## config.mk

```make
export PLATFORM = sky130hd
export DESIGN_NAME = ber_integer_encoder
export DESIGN_NICKNAME = d
export VERILOG_FILES = /design/src/hw/rtl/bie_pkg.sv /design/src/hw/rtl/bie_queue.sv /design/src/hw/rtl/bie_front.sv /design/src/hw/rtl/bie_back.sv /design/src/hw/rtl/ber_integer_encoder.sv
export SDC_FILE = /design/constraint.sdc
export NUM_CORES = 1
export LEC_CHECK = 0
export ABC_AREA = 1
export BUFFER_PORTS_ARGS = -buffer_cell sky130_fd_sc_hd__buf_4
export CORE_UTILIZATION = 39
export CTS_CLUSTER_SIZE = 25
export DETAILED_ROUTE_END_ITERATION = 6
export HOLD_SLACK_MARGIN = 0.03
export PLACE_DENSITY = 0.53
export SYNTH_ARGS = -nofsm -noshare
export SYNTH_HDL_FRONTEND = slang
export SYNTH_SLANG_ARGS = --single-unit
```

## constraint.sdc

```tcl
create_clock -name aclk -period 10.19 [get_ports aclk]
set_input_delay 2.038 -clock aclk [delete_from_list [all_inputs] [get_ports aclk]]
set_output_delay 2.038 -clock aclk [all_outputs]
set_load 0.01 [all_outputs]
```

## src/hw/rtl/bie_pkg.sv

```systemverilog
`timescale 1ns / 1ps

package bie_pkg;

    // Encoding modes carried on the action field.
    typedef enum logic [1:0] {
        ACT_S32  = 2'd0,
        ACT_U32  = 2'd1,
        ACT_U64  = 2'd2,
        ACT_RSVD = 2'd3
    } action_t;

    // Output positions before the content bytes.
    localparam logic [3:0] POS_TAG = 4'd0;
    localparam logic [3:0] POS_LEN = 4'd1;

    // Fixed bytes of the encoding.
    localparam logic [7:0] PAD_BYTE = 8'h00;
    localparam logic [4:0] HDR_BYTES = 5'd2;

    // Depth of the queue between classifier and serializer.
    localparam int QDEPTH = 2;

    // One classified request, as handed to the serializer.
    typedef struct packed {
        logic        err;
        logic [7:0]  tag;
        logic [3:0]  len;
        logic [63:0] data;
        logic [15:0] space;
    } desc_t;

endpackage

```

## src/hw/rtl/bie_queue.sv

```systemverilog
`timescale 1ns / 1ps

module bie_queue (
    input  logic            aclk,
    input  logic            aresetn,
    input  logic            push,
    input  bie_pkg::desc_t  push_data,
    output logic            full,
    input  logic            pop,
    output logic            q_valid,
    output bie_pkg::desc_t  q_data
);

    localparam int PTR_W = (bie_pkg::QDEPTH > 1) ? $clog2(bie_pkg::QDEPTH) : 1;
    localparam int CNT_W = $clog2(bie_pkg::QDEPTH + 1);
    localparam logic [PTR_W-1:0] PTR_LAST = PTR_W'(bie_pkg::QDEPTH - 1);
    localparam logic [CNT_W-1:0] CNT_FULL = CNT_W'(bie_pkg::QDEPTH);

    bie_pkg::desc_t   entry_reg [bie_pkg::QDEPTH];
    logic [PTR_W-1:0] wr_ptr_reg, wr_ptr_next;
    logic [PTR_W-1:0] rd_ptr_reg, rd_ptr_next;
    logic [CNT_W-1:0] count_reg, count_next;
    logic             do_push, do_pop;

    assign full    = (count_reg == CNT_FULL);
    assign q_valid = (count_reg != '0);
    assign q_data  = entry_reg[rd_ptr_reg];
    assign do_push = push && !full;
    assign do_pop  = pop && q_valid;

    // Advance pointers with wrap and track the fill level.
    always_comb begin
        wr_ptr_next = wr_ptr_reg;
        rd_ptr_next = rd_ptr_reg;
        count_next  = count_reg;
        if (do_push) begin
            wr_ptr_next = (wr_ptr_reg == PTR_LAST) ? '0 : wr_ptr_reg + 1'b1;
        end
        if (do_pop) begin
            rd_ptr_next = (rd_ptr_reg == PTR_LAST) ? '0 : rd_ptr_reg + 1'b1;
        end
        if (do_push && !do_pop) begin
            count_next = count_reg + 1'b1;
        end else if (do_pop && !do_push) begin
            count_next = count_reg - 1'b1;
        end
    end

    always_ff @(posedge aclk) begin
        if (!aresetn) begin
            wr_ptr_reg <= '0;
            rd_ptr_reg <= '0;
            count_reg  <= '0;
        end else begin
            wr_ptr_reg <= wr_ptr_next;
            rd_ptr_reg <= rd_ptr_next;
            count_reg  <= count_next;
        end
    end

    // Store the incoming request.
    always_ff @(posedge aclk) begin
        if (do_push) begin
            entry_reg[wr_ptr_reg] <= push_data;
        end
    end

endmodule

```

## src/hw/rtl/bie_front.sv

```systemverilog
`timescale 1ns / 1ps

module bie_front (
    input  logic            s_valid,
    output logic            s_ready,
    input  logic [1:0]      s_action,
    input  logic [7:0]      s_tag,
    input  logic [63:0]     s_value,
    input  logic [15:0]     s_space_left,
    input  logic            q_full,
    output logic            q_push,
    output bie_pkg::desc_t  q_data
);

    logic [31:0] v32;
    logic [63:0] data;
    logic [7:0]  data_bytes [8];
    logic        fits8, fits16, fits24;
    logic [3:0]  sig_bytes;
    logic [2:0]  top_idx;
    logic [3:0]  len;
    logic [4:0]  need;
    logic        err;

    assign s_ready = !q_full;
    assign q_push  = s_valid && !q_full;
    assign v32     = s_value[31:0];

    // Signed fits: upper bits all repeat the sign bit of the kept part.
    assign fits8  = (&v32[31:7])  || !(|v32[31:7]);
    assign fits16 = (&v32[31:15]) || !(|v32[31:15]);
    assign fits24 = (&v32[31:23]) || !(|v32[31:23]);

    // Pick the source word and split it into bytes.
    always_comb begin
        data = s_value;
        if (bie_pkg::action_t'(s_action) == bie_pkg::ACT_S32 ||
            bie_pkg::action_t'(s_action) == bie_pkg::ACT_U32) begin
            data = {32'd0, v32};
        end
        for (int i = 0; i < 8; i++) begin
            data_bytes[i] = data[8*i +: 8];
        end
    end

    // Count significant unsigned bytes, at least one.
    always_comb begin
        sig_bytes = 4'd8;
        for (int k = 7; k >= 1; k--) begin
            if ((data >> (8 * k)) == 64'd0) begin
                sig_bytes = 4'(k);
            end
        end
        top_idx = 3'(sig_bytes - 4'd1);
    end

    // Content length per mode; unsigned gets a pad byte when the top bit is set.
    always_comb begin
        unique case (bie_pkg::action_t'(s_action))
            bie_pkg::ACT_S32: begin
                len = fits8 ? 4'd1 : fits16 ? 4'd2 : fits24 ? 4'd3 : 4'd4;
            end
            bie_pkg::ACT_U32, bie_pkg::ACT_U64, bie_pkg::ACT_RSVD: begin
                len = sig_bytes + {3'd0, data_bytes[top_idx][7]};
            end
            default: begin
                len = 4'd1;
            end
        endcase
    end

    // Check buffer space against tag, length and content.
    assign need = bie_pkg::HDR_BYTES + {1'b0, len};
    assign err  = (s_space_left < {11'd0, need});

    assign q_data.err   = err;
    assign q_data.tag   = s_tag;
    assign q_data.len   = len;
    assign q_data.data  = data;
    assign q_data.space = err ? s_space_left : (s_space_left - {11'd0, need});

endmodule

```

## src/hw/rtl/bie_back.sv

```systemverilog
`timescale 1ns / 1ps

module bie_back (
    input  logic            aclk,
    input  logic            aresetn,
    input  logic            q_valid,
    input  bie_pkg::desc_t  q_data,
    output logic            q_pop,
    output logic            m_valid,
    input  logic            m_ready,
    output logic [7:0]      m_out_byte,
    output logic            m_last,
    output logic            m_error,
    output logic [15:0]     m_space_after
);

    logic           active_reg, active_next;
    bie_pkg::desc_t desc_reg, desc_next;
    logic [3:0]     pos_reg, pos_next;
    logic           m_valid_reg, m_valid_next;
    logic [7:0]     byte_reg, byte_next;
    logic           last_reg, last_next;
    logic           error_reg, error_next;
    logic [15:0]    space_reg, space_next;

    logic           adv;
    logic [3:0]     bsel;
    logic [7:0]     cur_byte;
    logic           fin;

    assign m_valid       = m_valid_reg;
    assign m_out_byte    = byte_reg;
    assign m_last        = last_reg;
    assign m_error       = error_reg;
    assign m_space_after = space_reg;

    // Output stage moves when empty or taken.
    assign adv = !m_valid_reg || m_ready;

    // Content byte index counts down from the most significant byte.
    assign bsel = 4'(desc_reg.len + 4'd1 - pos_reg);
    assign fin  = desc_reg.err || (pos_reg == 4'(desc_reg.len + 4'd1));

    // Select the byte for the current position.
    always_comb begin
        if (desc_reg.err) begin
            cur_byte = bie_pkg::PAD_BYTE;
        end else if (pos_reg == bie_pkg::POS_TAG) begin
            cur_byte = desc_reg.tag;
        end else if (pos_reg == bie_pkg::POS_LEN) begin
            cur_byte = {4'd0, desc_reg.len};
        end else if (bsel[3]) begin
            cur_byte = bie_pkg::PAD_BYTE;
        end else begin
            cur_byte = desc_reg.data[{bsel[2:0], 3'b000} +: 8];
        end
    end

    // Emit one byte per advance; load the next request on the final byte.
    always_comb begin
        active_next  = active_reg;
        desc_next    = desc_reg;
        pos_next     = pos_reg;
        m_valid_next = m_valid_reg;
        byte_next    = byte_reg;
        last_next    = last_reg;
        error_next   = error_reg;
        space_next   = space_reg;
        q_pop        = 1'b0;
        if (adv) begin
            m_valid_next = active_reg;
            if (active_reg) begin
                byte_next  = cur_byte;
                last_next  = fin;
                error_next = desc_reg.err;
                space_next = fin ? desc_reg.space : 16'd0;
            end
            if (!active_reg || fin) begin
                q_pop       = q_valid;
                active_next = q_valid;
                desc_next   = q_data;
                pos_next    = bie_pkg::POS_TAG;
            end else begin
                pos_next = pos_reg + 4'd1;
            end
        end
    end

    always_ff @(posedge aclk) begin
        if (!aresetn) begin
            active_reg  <= 1'b0;
            m_valid_reg <= 1'b0;
        end else begin
            active_reg  <= active_next;
            m_valid_reg <= m_valid_next;
        end
    end

    // Hold payload; no reset needed.
    always_ff @(posedge aclk) begin
        desc_reg  <= desc_next;
        pos_reg   <= pos_next;
        byte_reg  <= byte_next;
        last_reg  <= last_next;
        error_reg <= error_next;
        space_reg <= space_next;
    end

endmodule

```

## src/hw/rtl/ber_integer_encoder.sv

```systemverilog
`timescale 1ns / 1ps

// Channel   Dir  Handshake            Payload
// s_        in   s_valid / s_ready    s_action, s_tag, s_value, s_space_left
// m_        out  m_valid / m_ready    m_out_byte, m_last, m_error, m_space_after
//
// A request yields 2 + n bytes (n = 1..9 content bytes), one per cycle while m_ready is
// high; a request short of space yields a single error byte. The classifier takes one
// request a cycle into a two-entry queue while the queue is not full, and the first
// byte passes the queue, the serializer's request register and the output register.
// Reset clears the queue and the output stage; there is no clearing pass.
// A stall on m_ready holds the output byte; s_ready drops only when the queue is full.
module ber_integer_encoder (
    input  logic        aclk,
    input  logic        aresetn,
    input  logic        s_valid,
    output logic        s_ready,
    input  logic [1:0]  s_action,
    input  logic [7:0]  s_tag,
    input  logic [63:0] s_value,
    input  logic [15:0] s_space_left,
    output logic        m_valid,
    input  logic        m_ready,
    output logic [7:0]  m_out_byte,
    output logic        m_last,
    output logic        m_error,
    output logic [15:0] m_space_after
);

    bie_pkg::desc_t push_data;
    bie_pkg::desc_t q_data;
    logic           q_full, q_push, q_pop, q_valid;

    bie_front u_front (
        .s_valid      (s_valid),
        .s_ready      (s_ready),
        .s_action     (s_action),
        .s_tag        (s_tag),
        .s_value      (s_value),
        .s_space_left (s_space_left),
        .q_full       (q_full),
        .q_push       (q_push),
        .q_data       (push_data)
    );

    bie_queue u_queue (
        .aclk      (aclk),
        .aresetn   (aresetn),
        .push      (q_push),
        .push_data (push_data),
        .full      (q_full),
        .pop       (q_pop),
        .q_valid   (q_valid),
        .q_data    (q_data)
    );

    bie_back u_back (
        .aclk          (aclk),
        .aresetn       (aresetn),
        .q_valid       (q_valid),
        .q_data        (q_data),
        .q_pop         (q_pop),
        .m_valid       (m_valid),
        .m_ready       (m_ready),
        .m_out_byte    (m_out_byte),
        .m_last        (m_last),
        .m_error       (m_error),
        .m_space_after (m_space_after)
    );

endmodule

```

==> results of run 1 <==
## cell families after synthesis
| family | synth area share |
|---|---|
| AOI/OAI and AO/OA | 0.0397 |
| adders and majority gates | 0.0192 |
| xor gates and xnor gates | 0.0113 |
| DFF | 0.713 |
| and+or+nand+nor | 0.177 |
| buffers and inverters | 0.0402 |
## critical path: cells and delay by family
kind | cells | cell delay (ns)
compound gates | 5 | 0.80
simple gates | 16 | 1.64
buf+inv | 4 | 0.83
xor+xnor | 1 | 0.17
fa+ha+maj | 5 | 1.39
## worst max path at each step
stage	cells after the start	start	to
2_1_floorplan	2	s_valid	u_queue.entry_reg[1][0]
3_3_place_gp	31	s_action[1]	u_queue.entry_reg[0][0]
3_5_place_dp	31	s_action[1]	u_queue.entry_reg[0][4]
4_1_cts	31	s_action[1]	u_queue.entry_reg[0][4]
5_1_grt	33	s_action[1]	u_queue.entry_reg[0][0]
6_report	31	s_action[1]	u_queue.entry_reg[0][4]
## placed cells by master, fill, tap and decap left out, types with 3 or more instances in the layout
master / synthesis / layout
nand2_1: 396 / 396
edfxtp_1: 309 / 309
buf_4: 1 / 132
nor2_1: 103 / 100
inv_1: 90 / 88
o21ai_0: 52 / 52
clkbuf_16: 0 / 37
nand3_1: 21 / 21
a21oi_1: 20 / 20
ha_1: 17 / 17
nand2_2: 12 / 12
xor2_1: 10 / 10
nand4_1: 10 / 10
clkinv_2: 0 / 9
o22ai_1: 8 / 8
nor3_1: 8 / 8
xnor2_1: 7 / 7
a31oi_1: 7 / 7
inv_2: 5 / 6
nor2_2: 5 / 6
clkinv_1: 0 / 5
dfxtp_1: 6 / 5
o2111ai_1: 4 / 4
nor2_4: 2 / 4
bufinv_16: 0 / 4
clkbuf_1: 30 / 4
nand2_4: 3 / 3
nand3b_1: 3 / 3
## area by class of cell
type / count / share of cell area
Clock buffer: 41 / 0.0599
Clock inverter: 18 / 0.0119
Inverter: 95 / 0.0228
Multi-Input combinational cell: 703 / 0.209
Sequential cell: 315 / 0.598
Tap cell: 442 / 0.0352
Timing Repair Buffer: 132 / 0.0631
## power groups by stage
stage | Combinational, W | Clock, W | Sequential [W]
6_report | 0.00151 | 0.00125 | 0.00205
3_5_place_dp | 0.00153 | 0 | 0.00208
2_1_floorplan | 0.000932 | 0 | 0.00206
3_3_place_gp | 0.00152 | 0 | 0.00208
4_1_cts | 0.00154 | 0.00128 | 0.00206
5_1_grt | 0.00170 | 0.00133 | 0.00209
## per-stage QoR
step	hold WS [ns]	instances
global placement	0.476	1687
floorplan	0.451	1151
finish	0.485	1746
CTS	0.486	1746
global route	0.512	1746
detailed placement	0.476	1687
## layer usage
metal,global-route usage,vias up,part of all wire
li1,-,4137,-
met1,0.252,3971,0.47
met2,0.286,200,0.46
met3,0.0280,45,0.043
met4,0.0492,0,0.019
met5,0,-,0
==> impl_metrics.csv, run 1 <==
group,metric,value,unit
logic_synthesis,yosysUniqueCellTypes,39,
setup_path,slowest_stage,"buf_4",
sta,slew_violations,0,
pwr,p_leak,6.53,nW
logic_synthesis,ys_ff_latch,315,
routing,vias_per_cell,4.78,
setup_path,reg2reg_slack,6.41,ns
routing,via_count,8353,
pwr,cellInternalPower,0.00312,W
logic_synthesis,async_reset_ff_frac,0,
logic_synthesis,yosys.area.top_type_share,0.704,
sta,clock_skew,0.0152,ns
run,maxCapViolations,0,
sta,period_share,0.654,
clock_network,cts-root-buf,"clkbuf_16",
setup_path,endpoint_kind,"flip-flop",
sta,hold_viol,0,
routing,drc,0,
global_route,grt_max_degree,67,
cells_and_area,fillers,3042,
sta,fin_ws,3.53,ns
cells_and_area,drive_gt1_frac,0.169,
cells_and_area,largest_reg_flops,186,
sta,worst_pin_slew,0.921,ns
sta,timing.setup.tns,0,ns
logic_synthesis,ys_warn_count,0,
sta,maxSlewHeadroom,0.386,
logic_synthesis,ys.flop_type,"edfxtp_1",
clock_network,numClockSinks,315,
pwr,clkPwrFrac,0.259,
clock_network,worstSkewPairLatency,0.51,ns
pwr,p_sw,0.00170,W
clock_network,cts_buffer_depth,3,
die,initial_core_util,0.401,
clock_network,clk_pin_slew,0.06,ns
pwr,vdd_ir_drop_max,0.149,mV
cells_and_area,stdcell_area,0.0157,mm2
placement,place_ws,2.98,ns
die,fp.coreArea,0.0329,mm2
clock_network,hold_buffers,0,
clock_network,cts_setup_buffers,0,
cells_and_area,final_util,0.478,
pwr,p_per_area,307,mW/mm2
setup_path,startpoint_type,"input port",
outcome,status,"finished, final reports clean",
setup_path,crit_path_frequent_cell,"nand2_1",
sta,fin_crit,6.66,ns
cells_and_area,regArea,0.00940,mm2
min_path,min_path_cells,2,
logic_synthesis,synth_most_common_cell,"nand2_1",
logic_synthesis,synth_area_leaders,"edfxtp_1 (70%), nand2_1 (11%), nor2_1 (2.9%)",
setup_path,critPathRequiredTime,10.42,ns
placement,io_buffers,121,
setup_path,slowest_delay,0.37,ns
logic_synthesis,synth_nets,1264,
placement,dpl_cell_area,0.0146,mm2
pwr,sw_frac_of_total,0.353,
clock_network,cts_tree,"yes",
pwr,p_total,0.00482,W
min_path,hold_path_class,"flip-flop to flip-flop",
routing,dr.pass1.iters,4,
die,die_area,0.0346,mm2
setup_path,worstPathArrival,6.89,ns
logic_synthesis,netlist_area,0.0132,mm2
setup_path,reg2reg_depth,8,
min_path,min_to,"u_queue.count_reg[1]",
global_route,grt_usage,0.179,
clock_network,numCtsBuffers,35,
die,num_rows,66,
logic_synthesis,synth_cells,1151,
pwr,combPwrFrac,0.314,
setup_path,timing.rr.start,"u_back.desc_reg[80]",
die,io_pins,122,
setup_path,path_class,"input port to flip-flop",
pwr,pwr-share-seq,0.426,
clock_network,htreeDepth,2,
setup_path,rr_endpoint,"u_back.m_out_byte[5]",
logic_synthesis,yosysSeqAreaShare,0.713,
logic_synthesis,yosys.area.top_type,"edfxtp_1",
global_route,grt_pass1_wl,46.4,mm
global_route,overflow,0,
routing,wire_per_inst,17.0,um
die,die_h,186,um
cells_and_area,multiInputGateArea,0.00328,mm2
clock_network,cts_resized,0,
placement,dp_hpwl,19.2,mm
sta,clock.fmax,0.150,GHz
global_route,grt_antenna_before_repair,0,
cells_and_area,area_growth,19.1,%
sta,finalSetupViolCount,0,
logic_synthesis,synth.avg_cell_area,11.5,um2
die,die_w,186,um
cells_and_area,nets,1395,
sta,rsz0062_at_grt,"no",
routing,drt-initial-drc-count,668,
routing,wirelength,29.7,mm
placement,place_congestion,0.778,
routing,drtAntennaViolNets,0,
logic_synthesis,synth_common_cells,"nand2_1 (396), edfxtp_1 (309), nor2_1 (103)",
min_path,worstHoldStart,"u_queue.count_reg[1]",
logic_synthesis,synth_edf_count,309,
setup_path,path_max_fanout,37,
cells_and_area,diodes,0,
global_route,first_global_vias,8126,
Power figures use the tool's default switching activity.
==> run 2: changes to the inputs <==
==> constraint.sdc (replaced) <==
create_clock -name aclk -period 6.7 [get_ports aclk]
set_input_delay 1.34 -clock aclk [delete_from_list [all_inputs] [get_ports aclk]]
set_output_delay 1.34 -clock aclk [all_outputs]
set_load 0.01 [all_outputs]
==> run 2 against run 1 <==
Against the previous run: setup slack got worse by 2.8 ns; first-iteration DRC count rose by 1.6%; worst hold slack worse by 0.00064 ns; critical endpoint is now u_queue.entry_reg[0][1]; largest cell class unchanged.
==> impl_metrics.csv, run 2 (same netlist as run 1, synthesis figures left out) <==
group,metric,value,unit
placement,io_buffers,121,
outcome,status,"finished, final reports clean",
die,initial_core_util,0.401,
clock_network,cts-root-buf,"clkbuf_16",
die,die_area,0.0346,mm2
sta,period_share,0.887,
setup_path,worstPathArrival,6.18,ns
die,die_w,186,um
sta,timing.setup.tns,0,ns
routing,vias_per_cell,4.83,
setup_path,critPathRequiredTime,6.93,ns
clock_network,htreeDepth,2,
die,io_pins,122,
clock_network,worstSkewPairLatency,0.52,ns
pwr,pwr-share-seq,0.414,
die,die_h,186,um
pwr,combPwrFrac,0.306,
sta,fin_crit,5.94,ns
clock_network,cts_resized,0,
sta,worst_pin_slew,1.16,ns
routing,drtAntennaViolNets,0,
clock_network,cts_setup_buffers,0,
sta,hold_viol,0,
pwr,cellInternalPower,0.00492,W
setup_path,crit_family,"simple AND/OR/NAND/NOR gates",
global_route,grt_pass1_wl,47.0,mm
run,maxCapViolations,0,
setup_path,path_class,"input port to flip-flop",
pwr,vdd_ir_drop_max,0.270,mV
setup_path,crit_path_frequent_cell,"nand2_1",
clock_network,cts_buffer_depth,3,
die,num_rows,66,
sta,rsz0062_at_grt,"no",
pwr,p_sw,0.00262,W
sta,slew_violations,0,
placement,place_ws,0.271,ns
pwr,p_leak,6.60,nW
sta,clock_skew,0.0122,ns
cells_and_area,nets,1398,
sta,maxSlewHeadroom,0.226,
cells_and_area,final_cell_mix,"nand2_1 (396), edfxtp_1 (309), buf_4 (134), nor2_1 (100), inv_1 (88)",
cells_and_area,drive_gt1_frac,0.174,
global_route,grt_usage,0.182,
clock_network,numClockSinks,315,
sta,finalSetupViolCount,0,
cells_and_area,diodes,0,
cells_and_area,area_growth,20.4,%
setup_path,slowest_delay,0.36,ns
min_path,hold_path_class,"flip-flop to flip-flop",
routing,drt-initial-drc-count,679,
global_route,grt_antenna_before_repair,0,
pwr,p_per_area,475,mW/mm2
sta,fin_ws,0.757,ns
cells_and_area,final_common_cell,"nand2_1",
placement,dp_hpwl,19.9,mm
placement,dpl_cell_area,0.0146,mm2
clock_network,numCtsBuffers,36,
setup_path,reg2reg_slack,3.03,ns
routing,via_count,8465,
cells_and_area,largest_reg_flops,186,
pwr,sw_frac_of_total,0.347,
global_route,grt_max_degree,68,
routing,wire_per_inst,17.3,um
clock_network,cts_tree,"yes",
clock_network,clk_pin_slew,0.06,ns
cells_and_area,stdcell_area,0.0159,mm2
sta,clock.fmax,0.168,GHz
setup_path,slowest_stage,"buf_4",
cells_and_area,fillers,3049,
routing,dr.pass1.iters,4,
routing,drc,0,
die,fp.coreArea,0.0329,mm2
global_route,overflow,0,
placement,place_congestion,0.777,
setup_path,crit_buf_inv,3,
routing,wirelength,30.3,mm
setup_path,endpoint_kind,"flip-flop",
global_route,first_global_vias,8215,
clock_network,hold_buffers,0,
setup_path,startpoint_type,"input port",
pwr,clkPwrFrac,0.280,
setup_path,path_max_fanout,37,
[run 2: worst paths after layout]
check        cells past startpoint                 endpoint                 start
max                             29  u_queue.entry_reg[0][1]           s_action[1]
max reg2reg                      8     u_back.m_out_byte[4]   u_back.desc_reg[80]
min reg2reg                      2     u_queue.count_reg[1]  u_queue.count_reg[1]
min                              2     u_queue.count_reg[1]  u_queue.count_reg[1]
[run 2: stage by stage]
stage	std cells	utilization	total power (W)	hold WS, ns
after global placement	1689	0.444	0.00547	0.476
after CTS	1754	0.483	0.00762	0.486
after detailed placement	1689	0.444	0.00549	0.476
after floorplan	1151	-	0.00455	0.451
after global routing	1754	0.483	0.00801	0.508
final	1754	0.483	0.00753	0.485
[run 2: layout make-up]
cell class	instances	area, um2	area share
Timing Repair Buffer	134	1010	0.0634
Clock inverter	19	280	0.0177
Tap cell	442	553	0.0348
Sequential cell	315	9400	0.592
Multi-Input combinational cell	703	3280	0.206
Clock buffer	46	1000	0.0631
Inverter	95	358	0.0225
[run 2: worst reg2reg max path: stages (launching register included)]
cell and delay (ns):
edfxtp_1 0.44, ha_1 0.37, fa_1 1.05, inv_1 0.57
nor2_1 0.29, o21ai_0 0.28, a31oi_1 0.30, nand2_1 0.11
a21oi_1 0.13
[run 2: layer usage]
layer,track usage,part of all wire,wire length [um],vias to the layer above
li1,-,-,-,4147
met1,0.257,0.47,14400,4084
met2,0.285,0.46,13900,185
met3,0.0307,0.046,1410,49
met4,0.0574,0.022,665,0
met5,0,0,0,-
[run 2: power groups by stage]
stage	sequential [W]	clock (W)	combinational [W]
2_1_floorplan	0.00313	0	0.00142
3_3_place_gp	0.00316	0	0.00231
3_5_place_dp	0.00316	0	0.00232
4_1_cts	0.00313	0.00216	0.00234
5_1_grt	0.00317	0.00224	0.00260
6_report	0.00312	0.00211	0.00230
==> run 3: changes to the inputs <==
--- a/config.mk
+++ b/config.mk
@@ -12,6 +12,7 @@
 export DETAILED_ROUTE_END_ITERATION = 6
 export HOLD_SLACK_MARGIN = 0.03
 export PLACE_DENSITY = 0.53
+export RECOVER_POWER = 50
 export SYNTH_ARGS = -nofsm -noshare
 export SYNTH_HDL_FRONTEND = slang
 export SYNTH_SLANG_ARGS = --single-unit
==> run 3 against run 2 <==
Against the previous run: the run now ends with max-capacitance violations, max-slew violations left; design area is 1.8% lower; worst hold slack worse by 0.0012 ns; non-clock buffer count stayed put; global-route usage stayed put; critical endpoint unchanged; largest power group unchanged; highest routed layer unchanged.
==> impl_metrics.csv, run 3 (same netlist as run 1, synthesis figures left out) <==
group,metric,value,unit
global_route,overflow,0,
clock_network,cts_tree,"yes",
routing,drtAntennaViolNets,0,
cells_and_area,largest_reg_flops,186,
global_route,grt_pass1_wl,47.0,mm
sta,period_share,0.878,
cells_and_area,final_util,0.474,
setup_path,crit_buf_inv,4,
clock_network,cts_buffer_depth,3,
cells_and_area,drive_gt1_frac,0.111,
setup_path,worstPathArrival,6.12,ns
routing,vias_per_cell,4.84,
cells_and_area,nets,1398,
die,initial_core_util,0.401,
sta,fin_crit,5.89,ns
clock_network,worstSkewPairLatency,0.52,ns
global_route,grt_max_degree,68,
cells_and_area,final_common_cell,"nand2_1",
min_path,hold_path_class,"flip-flop to flip-flop",
cells_and_area,area_growth,18.2,%
cells_and_area,final_cell_mix,"nand2_1 (406), edfxtp_1 (309), nor2_1 (102), inv_1 (93), clkbuf_1 (70)",
setup_path,slowest_stage,"ha_1",
placement,io_buffers,121,
setup_path,crit_path_frequent_cell,"nand2_1",
sta,clock.fmax,0.170,GHz
sta,maxSlewHeadroom,-1.30,
placement,dp_hpwl,19.9,mm
setup_path,timing.rr.start,"u_queue.rd_ptr_reg",
clock_network,cts-root-buf,"clkbuf_16",
routing,dr.pass1.iters,5,
die,die_w,186,um
min_path,worstHoldStart,"u_queue.count_reg[1]",
setup_path,path_class,"input port to flip-flop",
clock_network,numClockSinks,315,
outcome,violations,"max-capacitance violations, max-slew violations",
sta,worst_pin_slew,3.45,ns
pwr,vdd_ir_drop_max,0.260,mV
routing,wire_per_inst,17.4,um
sta,finalSetupViolCount,0,
clock_network,clk_pin_slew,0.06,ns
global_route,grt_usage,0.182,
die,fp.coreArea,0.0329,mm2
sta,slew_violations,196,
clock_network,numCtsBuffers,36,
pwr,p_per_area,481,mW/mm2
setup_path,critPathRequiredTime,6.94,ns
placement,post-place-cells,1689,
cells_and_area,finalNonFillerCells,1754,
setup_path,rr_endpoint,"u_back.desc_reg[22]",
sta,rsz0062_at_grt,"no",
die,io_pins,122,
global_route,grt_antenna_before_repair,0,
clock_network,hold_buffers,0,
global_route,first_global_vias,8215,
placement,place_congestion,0.777,
pwr,p_leak,6.36,nW
min_path,min_path_cells,2,
sta,clock_skew,0.0152,ns
setup_path,startpoint_type,"input port",
min_path,min_to,"u_queue.count_reg[1]",
setup_path,endpoint_kind,"flip-flop",
setup_path,crit_family,"simple AND/OR/NAND/NOR gates",
clock_network,cts_resized,0,
routing,wirelength,30.5,mm
clock_network,htreeDepth,2,
sta,hold_viol,0,
setup_path,reg2reg_depth,4,
outcome,status,"finished with violations",
clock_network,cts_setup_buffers,0,
run,maxCapViolations,5,
cells_and_area,diodes,0,
routing,drc,0,
die,die_h,186,um
setup_path,slowest_delay,0.34,ns
setup_path,path_max_fanout,37,
setup_path,reg2reg_slack,1.77,ns
die,num_rows,66,
sta,timing.setup.tns,0,ns
routing,drt-initial-drc-count,633,
die,die_area,0.0346,mm2
routing,via_count,8483,
run 3: metal layers:
| layer | global-route usage | part of all wire |
|---|---|---|
| met5 | 0 | 0 |
| met4 | 0.0574 | 0.025 |
| met3 | 0.0307 | 0.050 |
| met2 | 0.285 | 0.45 |
| met1 | 0.257 | 0.47 |
run 3: worst min-delay path, stage by stage (launching register included):
cell	delay, ns
dfxtp_1	0.31
inv_1	0.08
a21oi_1	0.06
run 3: metrics by stage:
stage               hold slack, ns  total power [W]  worst slack [ns]  instance area, um2
floorplan                    0.451          0.00455             0.830               13200
global placement             0.476          0.00547             0.462               14600
detailed placement           0.476          0.00549             0.271               14600
CTS                          0.486          0.00762             0.811               15900
global route                 0.508          0.00797             0.289               15600
finish                       0.483          0.00749             0.814               15600
run 3: power breakdown:
part	leakage, nW	internal (W)	switching, W	total (W)
logic	2.66	0.000633	0.00163	0.00226
clock network	0.628	0.00133	0.000781	0.00211
registers	3.07	0.00292	0.000198	0.00312
total	6.36	0.00489	0.00261	0.00749
run 3: how the worst max path moves through the flow:
stage / from / to / slack, ns / depth (start not counted)
floorplan: s_valid / u_queue.entry_reg[1][0] / 0.83 / 2
global placement: s_action[1] / u_queue.entry_reg[0][2] / 0.46 / 31
detailed placement: s_action[1] / u_queue.entry_reg[0][1] / 0.27 / 31
CTS: s_action[1] / u_queue.entry_reg[0][1] / 0.81 / 31
global route: s_action[1] / u_queue.entry_reg[0][1] / 0.29 / 31
finish: s_action[1] / u_queue.entry_reg[0][1] / 0.81 / 30
run 3: layout make-up:
| class | count | area, um2 |
|---|---|---|
| clock inverter | 19 | 280 |
| multi-input combinational | 703 | 3230 |
| clock buffer | 46 | 1000 |
| timing repair buffer | 134 | 766 |
| inverter | 95 | 358 |
| sequential | 315 | 9400 |
| tap | 442 | 553 |
| fill | 3120 | 17300 |
